File: config.mk
export PLATFORM = sky130hd
export DESIGN_NAME = unicode_escape_to_utf8
export DESIGN_NICKNAME = d
export VERILOG_FILES = /design/src/ue2u_pkg.sv /design/src/unicode_escape_to_utf8.sv /design/src/ue2u_front.sv /design/src/ue2u_cmd_fifo.sv /design/src/ue2u_back.sv
export VERILOG_INCLUDE_DIRS = /design/src /design/src/src
export SDC_FILE = /design/constraint.sdc
export NUM_CORES = 1
export LEC_CHECK = 0
export ABC_CLOCK_PERIOD_IN_PS = 24100
export BUFFER_PORTS_ARGS = -buffer_cell sky130_fd_sc_hd__buf_2
export CORE_AREA = 2 2 195 197
export CTS_CLUSTER_SIZE = 12
export DETAILED_ROUTE_END_ITERATION = 6
export DIE_AREA = 0 0 197 199
export GPL_TIMING_DRIVEN = 0
export HOLD_SLACK_MARGIN = 0.08
export MAX_ROUTING_LAYER = met4
export PLACE_DENSITY_LB_ADDON = 0.05
export SLEW_MARGIN = 20
export SYNTH_ARGS = -nofsm -noshare
export SYNTH_HDL_FRONTEND = slang
export SYNTH_HIERARCHICAL = 1
export SYNTH_SLANG_ARGS = --single-unit
File: constraint.sdc
create_clock -name clock -period 24.1 [get_ports clock]
set_clock_uncertainty 0.1 [all_clocks]
set_input_delay 2.41 -clock clock [delete_from_list [all_inputs] [get_ports clock]]
set_output_delay 2.41 -clock clock [all_outputs]
set_load 0.02 [all_outputs]
File: src/unicode_escape_to_utf8_assert.svh
// Assertion macros shared by the command queue and back end modules.
// Expects a clock named clock and an active-high reset named reset in scope.
`ifndef UNICODE_ESCAPE_TO_UTF8_ASSERT_SVH
`define UNICODE_ESCAPE_TO_UTF8_ASSERT_SVH

// Check a property on every rising clock edge outside reset.
`define UE_ASSERT(label, prop, msg) \
   label: assert property (@(posedge clock) disable iff (reset) prop) \
      else $error(msg);

// Check that a condition never holds outside reset.
`define UE_ASSERT_NEVER(label, cond, msg) \
   `UE_ASSERT(label, !(cond), msg)

`endif

File: src/ue2u_pkg.sv
// Shared types, constants and helpers of the unicode escape decoder.
// No dependencies; used by every module of the block.
`default_nettype none

package ue2u_pkg;

   // Largest number of output bytes that one input byte can release
   localparam int unsigned MaxOut   = 6;
   // Default depth of the command queue between front and back
   localparam int unsigned CmdDepth = 4;
   // Number of held hex digit bytes
   localparam int unsigned HeldDepth = 3;

   localparam logic [7:0] CharBackslash = 8'h5C;
   localparam logic [7:0] CharU         = 8'h75;

   // Match phase codes
   localparam logic [2:0] PhaseIdle  = 3'd0;
   localparam logic [2:0] PhaseSlash = 3'd1;
   localparam logic [2:0] PhaseU     = 3'd2;
   localparam logic [2:0] PhaseDig1  = 3'd3;
   localparam logic [2:0] PhaseDig2  = 3'd4;
   localparam logic [2:0] PhaseDig3  = 3'd5;

   // One queued command: a run of output bytes released by one input byte
   typedef struct packed {
      logic [MaxOut-1:0][7:0] data;
      logic [2:0]             count;
      logic                   last;
   } cmd_type;

   typedef struct packed {
      logic       ok;
      logic [3:0] val;
   } hex_type;

   // Decode one ASCII hex digit of either case
   function automatic hex_type hex_decode(input logic [7:0] b);
      hex_type r;
      r.ok  = 1'b0;
      r.val = 4'd0;
      if (b >= 8'h30 && b <= 8'h39) begin
         r.ok  = 1'b1;
         r.val = b[3:0];
      end else if ((b >= 8'h41 && b <= 8'h46) || (b >= 8'h61 && b <= 8'h66)) begin
         r.ok  = 1'b1;
         r.val = b[3:0] + 4'd9;
      end
      return r;
   endfunction

endpackage

`default_nettype wire

File: src/unicode_escape_to_utf8.sv
// Top level of the \uXXXX escape to UTF-8 decoder.
// Depends on ue2u_pkg, ue2u_front, ue2u_cmd_fifo and ue2u_back.
//
//   channel  handshake         payload
//   req      req_push/req_full req_in_byte, req_in_last
//   rsp      rsp_pop/rsp_empty rsp_out_byte, rsp_out_last
//
// One input byte is taken per cycle while the command queue has room.
// The back end sends one output byte per cycle while the result side keeps popping;
// the output bytes of one input byte leave in turn, and the first passes through the
// command queue and then the output register before it reaches the result ports.
// Synchronous reset clears the match state, the queue and the output valid flag.
// A stalled result side fills the CMD_DEPTH-entry queue, then raises req_full.
`default_nettype none

module unicode_escape_to_utf8 #(
   parameter int unsigned CMD_DEPTH = ue2u_pkg::CmdDepth
) (
   input  wire logic       clock,
   input  wire logic       reset,
   input  wire logic       req_push,
   output logic            req_full,
   input  wire logic [7:0] req_in_byte,
   input  wire logic       req_in_last,
   output logic            rsp_empty,
   input  wire logic       rsp_pop,
   output logic [7:0]      rsp_out_byte,
   output logic            rsp_out_last
);

   logic              accept;
   ue2u_pkg::cmd_type front_cmd;
   logic              front_valid;
   ue2u_pkg::cmd_type head_cmd;
   logic              q_empty;
   logic              q_full;
   logic              head_done;
   logic              out_valid;

   // Take a beat when the queue has room
   assign accept    = req_push && !q_full;
   assign req_full  = q_full;
   assign rsp_empty = !out_valid;

   ue2u_front u_front (
      .clock     (clock),
      .reset     (reset),
      .accept    (accept),
      .in_byte   (req_in_byte),
      .in_last   (req_in_last),
      .cmd       (front_cmd),
      .cmd_valid (front_valid)
   );

   ue2u_cmd_fifo #(
      .DEPTH (CMD_DEPTH)
   ) u_fifo (
      .clock   (clock),
      .reset   (reset),
      .wr_en   (front_valid),
      .wr_data (front_cmd),
      .rd_en   (head_done),
      .rd_data (head_cmd),
      .empty   (q_empty),
      .full    (q_full)
   );

   ue2u_back u_back (
      .clock      (clock),
      .reset      (reset),
      .head       (head_cmd),
      .head_valid (!q_empty),
      .head_done  (head_done),
      .pop        (rsp_pop),
      .out_valid  (out_valid),
      .out_byte   (rsp_out_byte),
      .out_last   (rsp_out_last)
   );

endmodule

`default_nettype wire

File: src/ue2u_front.sv
// Front end: tracks the escape match and turns each accepted byte into a
// command of zero to six output bytes. Depends on ue2u_pkg.
`default_nettype none

module ue2u_front (
   input  wire logic              clock,
   input  wire logic              reset,
   input  wire logic              accept,
   input  wire logic [7:0]        in_byte,
   input  wire logic              in_last,
   output ue2u_pkg::cmd_type      cmd,
   output logic                   cmd_valid
);

   logic [2:0]  phase_ff, phase_in;
   logic [11:0] accum_ff, accum_in;
   logic [ue2u_pkg::HeldDepth-1:0][7:0] held_ff, held_in;

   logic [2:0]       phase;
   ue2u_pkg::hex_type hex;
   logic             fail;
   logic             emit_b;
   logic             emit_cp;
   logic [15:0]      cp;
   logic [2:0]       k;
   logic [ue2u_pkg::MaxOut-1:0][7:0] data;
   logic [4:0][7:0]  pend;
   logic [1:0]       held_idx;
   logic [2:0]       after_phase;

   // Classify the byte and build the output run
   always_comb begin
      phase    = (phase_ff > ue2u_pkg::PhaseDig3) ? ue2u_pkg::PhaseIdle : phase_ff;
      hex      = ue2u_pkg::hex_decode(in_byte);
      held_in  = held_ff;
      accum_in = accum_ff;
      fail     = 1'b0;
      emit_b   = 1'b0;
      emit_cp  = 1'b0;
      held_idx = 2'(phase - ue2u_pkg::PhaseU);
      cp       = {accum_ff, hex.val};
      after_phase = phase;

      if (phase == ue2u_pkg::PhaseIdle) begin
         if (in_byte == ue2u_pkg::CharBackslash) after_phase = ue2u_pkg::PhaseSlash;
         else emit_b = 1'b1;
      end else if (phase == ue2u_pkg::PhaseSlash) begin
         if (in_byte == ue2u_pkg::CharU) after_phase = ue2u_pkg::PhaseU;
         else fail = 1'b1;
      end else if (phase != ue2u_pkg::PhaseDig3) begin
         if (hex.ok) begin
            held_in[held_idx] = in_byte;
            accum_in          = {accum_ff[7:0], hex.val};
            after_phase       = phase + 3'd1;
         end else begin
            fail = 1'b1;
         end
      end else begin
         if (hex.ok) begin
            emit_cp     = 1'b1;
            after_phase = ue2u_pkg::PhaseIdle;
            accum_in    = '0;
         end else begin
            fail = 1'b1;
         end
      end

      pend[0] = ue2u_pkg::CharBackslash;
      pend[1] = ue2u_pkg::CharU;
      pend[2] = held_in[0];
      pend[3] = held_in[1];
      pend[4] = held_in[2];

      k    = 3'd0;
      data = '0;

      // Flush the failed partial match, then restart or pass the byte
      if (fail) begin
         for (int i = 0; i < 5; i++) begin
            if (3'(i) < phase) begin
               data[k] = pend[i];
               k       = k + 3'd1;
            end
         end
         accum_in = '0;
         if (in_byte == ue2u_pkg::CharBackslash) begin
            after_phase = ue2u_pkg::PhaseSlash;
         end else begin
            after_phase = ue2u_pkg::PhaseIdle;
            emit_b      = 1'b1;
         end
      end

      if (emit_b) begin
         data[k] = in_byte;
         k       = k + 3'd1;
      end

      // Encode the completed code point as UTF-8
      if (emit_cp) begin
         if (cp[15:7] == '0) begin
            data[k] = {1'b0, cp[6:0]};
            k       = k + 3'd1;
         end else if (cp[15:11] == '0) begin
            data[k] = {3'b110, cp[10:6]};
            k       = k + 3'd1;
            data[k] = {2'b10, cp[5:0]};
            k       = k + 3'd1;
         end else begin
            data[k] = {4'b1110, cp[15:12]};
            k       = k + 3'd1;
            data[k] = {2'b10, cp[11:6]};
            k       = k + 3'd1;
            data[k] = {2'b10, cp[5:0]};
            k       = k + 3'd1;
         end
      end

      // Flush whatever match is still open at the end of the string
      phase_in = after_phase;
      if (in_last) begin
         for (int i = 0; i < 5; i++) begin
            if (3'(i) < after_phase) begin
               data[k] = pend[i];
               k       = k + 3'd1;
            end
         end
         phase_in = ue2u_pkg::PhaseIdle;
         accum_in = '0;
      end
   end

   assign cmd.data  = data;
   assign cmd.count = k;
   assign cmd.last  = in_last;
   assign cmd_valid = accept && (k != 3'd0);

   // Advance the match state on each accepted byte
   always_ff @(posedge clock) begin
      if (reset) begin
         phase_ff <= ue2u_pkg::PhaseIdle;
         accum_ff <= '0;
      end else if (accept) begin
         phase_ff <= phase_in;
         accum_ff <= accum_in;
      end
   end

   // Hold digit bytes for a possible flush
   always_ff @(posedge clock) begin
      if (accept) begin
         held_ff <= held_in;
      end
   end

endmodule

`default_nettype wire

File: src/ue2u_cmd_fifo.sv
// Short command queue between the front and back ends.
// Depends on ue2u_pkg and the assertion header.
`default_nettype none
`include "unicode_escape_to_utf8_assert.svh"

module ue2u_cmd_fifo #(
   parameter int unsigned DEPTH = ue2u_pkg::CmdDepth
) (
   input  wire logic              clock,
   input  wire logic              reset,
   input  wire logic              wr_en,
   input  wire ue2u_pkg::cmd_type wr_data,
   input  wire logic              rd_en,
   output ue2u_pkg::cmd_type      rd_data,
   output logic                   empty,
   output logic                   full
);

   localparam int unsigned PtrW = (DEPTH > 1) ? $clog2(DEPTH) : 1;
   localparam int unsigned CntW = $clog2(DEPTH + 1);

   ue2u_pkg::cmd_type mem_ff [DEPTH];
   logic [PtrW-1:0] wr_ptr_ff, wr_ptr_in;
   logic [PtrW-1:0] rd_ptr_ff, rd_ptr_in;
   logic [CntW-1:0] count_ff, count_in;

   assign empty   = (count_ff == '0);
   assign full    = (count_ff == CntW'(DEPTH));
   assign rd_data = mem_ff[rd_ptr_ff];

   // Step pointers with wrap and track the fill level
   always_comb begin
      wr_ptr_in = wr_ptr_ff;
      rd_ptr_in = rd_ptr_ff;
      if (wr_en) begin
         wr_ptr_in = (wr_ptr_ff == PtrW'(DEPTH - 1)) ? '0 : wr_ptr_ff + 1'b1;
      end
      if (rd_en) begin
         rd_ptr_in = (rd_ptr_ff == PtrW'(DEPTH - 1)) ? '0 : rd_ptr_ff + 1'b1;
      end
      unique case ({wr_en, rd_en})
         2'b10:   count_in = count_ff + 1'b1;
         2'b01:   count_in = count_ff - 1'b1;
         default: count_in = count_ff;
      endcase
   end

   always_ff @(posedge clock) begin
      if (reset) begin
         wr_ptr_ff <= '0;
         rd_ptr_ff <= '0;
         count_ff  <= '0;
      end else begin
         wr_ptr_ff <= wr_ptr_in;
         rd_ptr_ff <= rd_ptr_in;
         count_ff  <= count_in;
      end
   end

   // Store the incoming command
   always_ff @(posedge clock) begin
      if (wr_en) begin
         mem_ff[wr_ptr_ff] <= wr_data;
      end
   end

   `UE_ASSERT(a_fifo_bound, count_ff <= CntW'(DEPTH), "command queue over its depth")
   `UE_ASSERT_NEVER(a_fifo_underrun, rd_en && empty, "command read from empty queue")
   `UE_ASSERT(a_fifo_grow, wr_en && !rd_en |=> count_ff == $past(count_ff) + 1'b1, "no growth")

endmodule

`default_nettype wire

File: src/ue2u_back.sv
// Back end: walks the head command one byte per cycle into the output register
// while it is empty or popped. Depends on ue2u_pkg and the assertion header.
`default_nettype none
`include "unicode_escape_to_utf8_assert.svh"

module ue2u_back (
   input  wire logic              clock,
   input  wire logic              reset,
   input  wire ue2u_pkg::cmd_type head,
   input  wire logic              head_valid,
   output logic                   head_done,
   input  wire logic              pop,
   output logic                   out_valid,
   output logic [7:0]             out_byte,
   output logic                   out_last
);

   logic [2:0] idx_ff, idx_in;
   logic       out_valid_ff, out_valid_in;
   logic [7:0] out_byte_ff;
   logic       out_last_ff;
   logic       load;
   logic       take;
   logic       at_end;

   // Refill the output register when it is empty or being popped
   always_comb begin
      load         = !out_valid_ff || pop;
      take         = load && head_valid;
      at_end       = (idx_ff == head.count - 3'd1);
      head_done    = take && at_end;
      out_valid_in = load ? head_valid : out_valid_ff;
      idx_in       = idx_ff;
      if (take) begin
         idx_in = at_end ? 3'd0 : idx_ff + 3'd1;
      end
   end

   always_ff @(posedge clock) begin
      if (reset) begin
         idx_ff       <= 3'd0;
         out_valid_ff <= 1'b0;
      end else begin
         idx_ff       <= idx_in;
         out_valid_ff <= out_valid_in;
      end
   end

   // Capture the next beat
   always_ff @(posedge clock) begin
      if (take) begin
         out_byte_ff <= head.data[idx_ff];
         out_last_ff <= head.last && at_end;
      end
   end

   assign out_valid = out_valid_ff;
   assign out_byte  = out_byte_ff;
   assign out_last  = out_last_ff;

   `UE_ASSERT(a_back_idx, head_valid |-> idx_ff < head.count, "byte index past command length")
   `UE_ASSERT(a_back_drain, $fell(out_valid_ff) |-> $past(pop), "beat dropped without pop")

endmodule

`default_nettype wire

; Word level (Yosys, flattened, before mapping)
; Memories as Yosys holds them, arrays and structs flattened. A register that Yosys moved wholly into a read port is not among the register bits.
; Index checks and enable logic that the tools add are counted.
[word_totals]
reg_bits = 59
ram_bits = 208
input_bits = 13
out_inout_bits = 11
elab_cells = 273
mem_count = 1
[memory_table]
columns = name, depth, width, rd, rd_clocked_by_memory_dff, wr, line
row1 = u_fifo.mem_ff, 4, 52, 1, 1, 1, ue2u_cmd_fifo.sv:22  ; ue2u_pkg::cmd_type mem_ff [DEPTH];
[classes]
addsub = 22
order_cmp = 46
eq_ne = 12
n_mux = 136
n_bitwise = 9
reduce_logical = 35
[op_table]
columns = cell, count
row1 = two-way mux 48 bit, 22
row2 = bitwise mux 48 bit, 13
row3 = demux 8 bit (select 3 bit), 13
row4 = two-way mux 8 bit, 16
row5 = two-way mux 3 bit, 34
row6 = two-way mux 24 bit, 4
row7 = two-way mux 12 bit, 7
row8 = < comparator 3 x 4 -> 1 bit (second input constant), 14
row9 = adder 3 x 1 -> 3 bit (second input constant), 16
row10 = >= comparator 3 x 1 -> 1 bit (second input constant), 13
row11 = NOT 18 bit, 2
row12 = OR 30 bit, 1
row13 = OR 5 x 30 -> 30 bit, 1
row14 = bitwise AND 24 bit, 1
row15 = binary-select mux 8 bit (select 3 bit), 1
row16 = bitwise mux 24 bit, 1
row17 = NOT 24 bit, 1
row18 = OR 24 bit, 1
row19 = logical AND 1 bit, 22
row20 = bitwise AND 18 bit, 1
row21 = bitwise AND 3 x 18 -> 18 bit, 1
row22 = demux 8 bit (select 2 bit), 1
row23 = equality test 8 x 7 -> 1 bit (second input constant), 2
row24 = >= comparator 8 x 7 -> 1 bit (second input constant), 2
row25 = other kinds (33), 70

; Depth between registers and ports, before layout
; Gate-level depths: netlist of the first run.
[depth]
ltp_word = 49
mapped_depth = 40

; By module
; Netlist of the first run, hierarchy kept.
[modules_own_cells]
columns = module, instances, cells_each, area_per_inst_um2
row1 = ue2u_cmd_fifo, 1, 320, 8012.7
row2 = ue2u_front, 1, 736, 5306.3
row3 = ue2u_back, 1, 77, 914.6
row4 = unicode_escape_to_utf8, 1, 3, 21.3

; Worst setup path before layout of the first run
; OpenSTA, ideal clock, no wires.
[synth_timing]
kind = input-to-reg
from = input req_in_byte[1]
to = memory u_fifo/mem_ff[0][0] (netlist bit) (enable)
setup_ps = 415
arrival_time_ps = 10618
t_required_ps = 23585
setup_slack_ps = 12968
path_stages = 32
path_buffers = 2
path_cell_list = clkbuf_1 -> inv_1 -> ha_1 -> or3b_1 -> and3_1 -> buf_4 -> o21ai_0 -> nand2_1 -> nor3_1 -> ha_1 -> nand3_1 -> o21ai_1 -> ha_1 -> o311ai_0 -> nand2_1 -> ha_1 -> inv_1 -> a21oi_1 -> ha_1 -> mux2_2 -> ha_1 -> a21oi_1 -> a211o_1 -> inv_1 -> ha_1 -> nand2_1 -> xor2_1 -> xor2_2 -> xnor2_1 -> mux2i_1 -> o31a_1 -> and2_1
[synth_rtl]
columns = element, line
row1 = "start, declared", unicode_escape_to_utf8.sv:23  ; input wire logic [7:0] req_in_byte,
row2 = "end, declared", ue2u_cmd_fifo.sv:22

==> run metrics, run 1 <==
Leak Pwr=5.581 nW; post-route ant nets=0; setup TNS=0 ns; final setup vio count=0; vias in the first global route=10116; worst hold path cell count=2; cell count after synthesis=1136; share of layout cells above drive strength 1=16.83%; ys flop type=edfxtp_1; post_cts resized=0; die footprint=39200 µm²; pwr/cell area=82.58 nW/µm²; outcome=completed; number of flops mapped to enable cells by yosys=241; CTS clock-pin slew for the worst setup and hold paths=0.06 ns; nature of the critical path endpoint=register; Die Span X=197 µm; Initial DRC Count=1016; Yosys reg bits=269; synth unique cells=98; post-DR wirelength/cell=27.08 µm; Initial Util=38.39%; Post-Syn Area=14250 µm²; total track usage=24.53%; clk_lat worst skew=0.58 ns; first-pass GRT wire length=68410 µm; RSZ-0062 raised after global routing=no; initial antenna violation count=0; met3 routed WL=2665 µm; slowest CP cell=o21ai_1; fin crit share=54.21%; fin util=43.25%; setup bufs post-CTS=0; # fillers=3510; Worst Path Required=24.50 ns; Max Root-Sink Buffers=3; routed wl met2=21090 µm; Final Wtd Congestion=0.9508; DRC viols=0; most frequent cells in the layout=edfxtp_1 (241), nor2_1 (82), nand2_1 (80); most frequent CP cell=ha_1; root buffer cell=clkbuf_16; synthesis warning total=6; CTS sink cnt=269; Port Buffers=21; Worst-Margin Slew=1.110 ns; Hold Crit Class=register to register; routed vias=10308; Mapped Avg Cell Area=12.55 µm²; Area Overhead vs Synth=12.66%; count of final max-slew check failures=0; Rel. slew slack=25.53%; DRT Pass-1 Iters=6; Mapped Nets=1176; crit path max fanout=12; commonest non-fill, non-tap cell in the layout=edfxtp_1; R2R cell count=35; VDD IR max=0.00005326 V; Layout Nets=1236; crit-path max cell delay=0.87 ns; Num CTS Buffers=31; register area share after synthesis=54.70%; Fmax achieved=76.55 MHz; # diodes=0; row count=71; Startpoint Class=input pin; die extent in y=199 µm; pin count of the biggest net entering global routing=45; final hold vios=0; # H-tree levels=1; Met1 Routed Length=20800 µm; Post-CTS Hold Fix Bufs=0; Max-Cap Viols=0; vias per inst=6.092; DR top layer=met4; Final Critical Period=13.06 ns; GR Overflow Total=0; Total Wirelength=45820 µm; Final HPWL DP=32800 µm; CTS tree=done; crit path DAT=13.46 ns; IO Pins=24; Crit Path Class=input pin to register; core area=37130 µm²; asr flop ratio synth=0%
## path summary, 6_finish.rpt
path | from | end | slack [ns]
worst max-delay path | req_in_byte[1] | u_fifo/count_ff[2] | 11.04
worst min-delay path | u_fifo/count_ff[2] | u_fifo/count_ff[2] | 0.41
worst max register to register | u_front/phase_ff[1] | u_fifo/count_ff[2] | 13.79
worst min register to register | u_fifo/count_ff[2] | u_fifo/count_ff[2] | 0.41
## state kept, by name, indices dropped and copies added (netlist names), named ones only
register          count
u_fifo/mem_ff       208
u_front/held_ff      24
u_front/accum_ff     12
u_back/out_byte       8
u_back/idx_ff         3
u_fifo/count_ff       3
u_front/phase_ff      3
u_fifo/rd_ptr_ff      2
u_fifo/wr_ptr_ff      2
u_back/out_last       1
u_back/out_valid      1
## worst max-delay path: cells and delay by family
family                     cells  cell delay (ns)
adders and majority gates      9             2.70
AOI/OAI and AO/OA              8             2.87
and+or+nand+nor                8             1.81
buffers and inverters          8             1.68
muxes                          2             0.90
xor gates and xnor gates       4             1.09
## kinds of logic (layout without fill, tap and decap cells)
kind of cell	count (synthesis)	in the layout	synth area share, %
AO/OA/AOI/OAI	306	306	14.21
XOR/XNOR	20	20	1.966
adder cells (fa/ha/maj)	27	27	2.423
buffers and inverters	122	204	4.204
flip-flops	269	269	54.70
multiplexers	85	85	11.33
AND/OR/NAND/NOR	307	307	11.16
## through the flow
stage                     instances  hold WS (ns)  total power [mW]  setup slack [ns]  cell area [µm²]
after floorplan                1136        0.3608            0.8005             12.97            14250
after global placement         1631        0.3934            0.8936             9.099            14950
after detailed placement       1637        0.4042            0.8987             10.69            15100
after CTS                      1692        0.4143             1.349             11.24            16050
after global routing           1692        0.4639             1.390             10.41            16060
final                          1692        0.4114             1.326             11.04            16060
## layer usage
layer  GRT usage (%)  vias to the layer above
li1                -                     4575
met1           33.88                     5217
met2           38.88                      429
met3           2.645                       87
met4           6.433                        0
met5               -                        -
## cell type report
cell class	instances	area [µm²]	area share, %
sequential	269	7797	48.55
multi-input combinational	745	5884	36.64
clock buffer	34	787.0	4.901
tap	474	593.1	3.693
buffer	61	370.4	2.306
inverter	61	229.0	1.426
timing repair buffer	27	227.7	1.418
clock inverter	21	170.2	1.060
## power breakdown
part	internal, mW	switching (mW)
sequential	0.564	0.0130
combinational	0.131	0.174
clock	0.256	0.188
## cell usage after synthesis, types with 25 or more instances
| library cell | instances | share of area, % |
|---|---|---|
| edfxtp_1 | 241 | 51 |
| nor2_1 | 82 | 2.2 |
| nand2_1 | 80 | 2.1 |
| a21oi_1 | 70 | 2.5 |
| inv_1 | 59 | 1.6 |
| mux4_2 | 58 | 9.2 |
| o21ai_0 | 54 | 1.9 |
| a22oi_1 | 39 | 2.1 |
| nand3_1 | 32 | 1.1 |
| dfxtp_1 | 28 | 3.9 |
| clkbuf_1 | 27 | 0.71 |
| ha_1 | 26 | 2.3 |
| o22ai_1 | 25 | 1.1 |
Note: power is estimated with default switching activity, not from simulation.
==> run 2, diff against run 1 <==
ABC_AREA = 1   (was default)
ABC_CLOCK_PERIOD_IN_PS = 11900   (was 24100)
CORE_AREA = 2 2 206 208   (was 2 2 195 197)
DIE_AREA = 0 0 208 210   (was 0 0 197 199)
clock period = 11.9 ns   (was 24.1 ns; I/O delays follow)
==> run 2 against run 1 <==
Synthesized cell count up 68%. Global-route usage up 2.9 points. Wire length up 29%. Largest cell class unchanged. Clock-buffer cell count up 7. Non-clock buffer count up 34.
==> run metrics, run 2 <==
DRC viols=0 (unchanged); Max-Cap Viols=0 (unchanged); Final HPWL DP=44300 µm (+35%); # diodes=0 (unchanged); CTS clock-pin slew for the worst setup and hold paths=0.06 ns (about the same); Worst-Margin Slew=1.068 ns (-0.04189 ns); post_cts resized=0 (unchanged); register area share after synthesis=48.74% (-6.0 points); synth unique cells=50 (-49%); Yosys reg bits=269 (unchanged); slowest CP cell=clkinv_1; crit path DAT=9.85 ns (-3.61 ns); Internal=1.801 mW (+89%); Max Root-Sink Buffers=3 (unchanged); # H-tree levels=1 (unchanged); Worst Path Required=12.29 ns (-12.21 ns); Final Wtd Congestion=1.001 (+5.2%); setup bufs post-CTS=0 (unchanged); fin util=42.99% (-0.26 points); nature of the critical path endpoint=register; routed wl met2=27810 µm (+32%); Leak Pwr=7.153 nW (+28%); crit path max fanout=12 (unchanged); row count=75 (+5.6%); asr flop ratio synth=0% (unchanged); VDD IR max=0.0001062 V (+99%); Final Critical Period=9.461 ns; setup TNS=0 ns (unchanged); outcome=completed; core area=41480 µm² (+12%); Seq pwr share=44.8% (+1.3 points); GR Overflow Total=0 (unchanged); DRT Pass-1 Iters=6 (unchanged); R2R cell count=43 (+23%); final hold vios=0 (unchanged); Rel. slew slack=28.07% (+2.5 points); top cell type's share of synthesized area=45.24% (-5.5 points); Post-Syn Area=16000 µm² (+12%); clk_lat worst skew=0.59 ns (about the same); pin count of the biggest net entering global routing=42 (-6.7%); Top Registers=u_fifo/mem_ff x208, u_front/held_ff x24, u_front/accum_ff x12; most frequent CP cell=nand2_1; initial antenna violation count=0 (unchanged); die footprint=43680 µm² (+11%); Initial DRC Count=1248 (+23%); RSZ-0062 raised after global routing=no; Fmax achieved=105.7 MHz; CTS sink cnt=269 (unchanged); Layout Nets=2009 (+63%); PnR worst setup slack=2.439 ns (-8.596 ns); CTS tree=done; final setup vio count=0 (unchanged); count leader, synth=nand2_1; fin crit share=79.50%; vias in the first global route=13406 (+33%); Synth top cells by count=nand2_1 (433), edfxtp_1 (241), o21ai_0 (210); number of flops mapped to enable cells by yosys=241 (unchanged); cell area after placement=16910 µm² (+12%); sw power=830.2 µW (+120%); # fillers=4236 (+21%); Mapped Avg Cell Area=8.376 µm² (-33%); total track usage=27.47% (+2.9 points); Place WS=1.898 ns (-8.788 ns); Pwr Total=2.631 mW (+98%); Mapped Nets=1950 (+66%); first-pass GRT wire length=87320 µm (+28%); cell count after synthesis=1910 (+68%); crit-path max cell delay=0.42 ns (-0.45 ns); Initial Util=38.57% (+0.18 points); max FFs per register=208 (unchanged); synthesis warning total=6 (unchanged); count of final max-slew check failures=0 (unchanged); Synth area leader=edfxtp_1; clock share of power=33.2% (-0.3 points); IO Pins=24 (unchanged); Area Overhead vs Synth=11.46%; worst hold path cell count=2 (unchanged); Met1 Routed Length=25640 µm (+23%); commonest non-fill, non-tap cell in the layout=nand2_1; Post-CTS Hold Fix Bufs=0 (unchanged); design area=17830 µm² (+11%); post-route ant nets=0 (unchanged); DR top layer=met4; Num CTS Buffers=30 (-3.2%); pwr/cell area=147.6 nW/µm² (+79%); Die Span X=208 µm (+5.6%); ys flop type=edfxtp_1; vias per inst=5.614 (-7.9%); Total Wirelength=58930 µm (+29%); die extent in y=210 µm (+5.5%); most frequent cells in the layout=nand2_1 (433), edfxtp_1 (241), o21ai_0 (209); Startpoint Class=input pin; Crit Path Class=input pin to register; top cells by area, synth=edfxtp_1 (45%), nand2_1 (10%), o21ai_0 (6.6%); Hold Crit Class=register to register; routed vias=14191 (+38%); root buffer cell=clkbuf_16; Sw Ratio=31.55% (+3.3 points); Top reg by flops=u_fifo/mem_ff; Comb power frac=22.1% (-0.9 points); share of layout cells above drive strength 1=11.41% (-5.4 points); Port Buffers=22 (+4.8%); met3 routed WL=3234 µm (+21%); post-DR wirelength/cell=23.31 µm (-14%)
## run 2: cell count changes in the layout (fill, tap and decap cells not counted), moves of 46 or more
| cell | previous run | this run |
|---|---|---|
| nand2_1 | 80 | 433 |
| nand3_1 | 32 | 89 |
| o22ai_1 | 25 | 90 |
| mux4_2 | 58 | 0 |
| nor2_1 | 82 | 183 |
| inv_1 | 59 | 158 |
| o21ai_1 | 9 | 55 |
| o21ai_0 | 51 | 209 |
## run 2: cells by family after synthesis
family	Yosys count	synth area share [%]
AOI/OAI and AO/OA	476	16.86
and+or+nand+nor	852	24.25
muxes	1	0.06257
buffers and inverters	282	7.766
adders and majority gates	27	2.159
DFF	269	48.74
xor gates and xnor gates	3	0.1643
## run 2: metrics by stage
step	hold WS [ns]	std cells
6_report	0.3824	2528
5_1_grt	0.4039	2528
4_1_cts	0.3835	2528
3_5_place_dp	0.3744	2476
3_3_place_gp	0.3773	2471
2_1_floorplan	0.3584	1910
## run 2: worst paths after layout
kind | end | startpoint | slack [ns]
hold / removal | u_front/accum_ff[11] | u_front/accum_ff[11] | 0.38
setup reg to reg | u_fifo/count_ff[2] | u_front/accum_ff[3] | 3.67
setup / recovery | u_fifo/count_ff[2] | req_in_byte[0] | 2.44
hold reg to reg | u_front/accum_ff[11] | u_front/accum_ff[11] | 0.38
## run 2: final cells by class
class                      count  area, µm²  area share [%]
buffer                        95      534.3           2.996
clock buffer                  41      802.0           4.498
clock inverter                11      116.4          0.6526
inverter                     187      718.2           4.028
multi-input combinational   1359       6963           39.05
sequential                   269       7797           43.73
tap                          539      674.4           3.782
timing repair buffer          27      225.2           1.263
## run 2: metal layers
layer / track usage [%] / up-vias
met5: - / -
met4: 9.856 / 0
met3: 3.054 / 116
met2: 44.68 / 513
met1: 35.74 / 6799
li1: - / 6763
## run 2: power groups by stage
stage | Combinational (mW) | Sequential (mW) | Clock [mW]
finish | 0.580 | 1.18 | 0.874
global route | 0.633 | 1.19 | 0.926
CTS | 0.585 | 1.18 | 0.895
detailed placement | 0.584 | 1.20 | 0
global placement | 0.568 | 1.20 | 0
floorplan | 0.331 | 1.22 | 0
## run 2: critical path, delay by kind of cell
kind,cells,cell delay (ns)
AND/OR/NAND/NOR,26,3.42
adder cells (fa/ha/maj),10,3.19
buffers and inverters,13,1.67
AO/OA/AOI/OAI,2,0.36
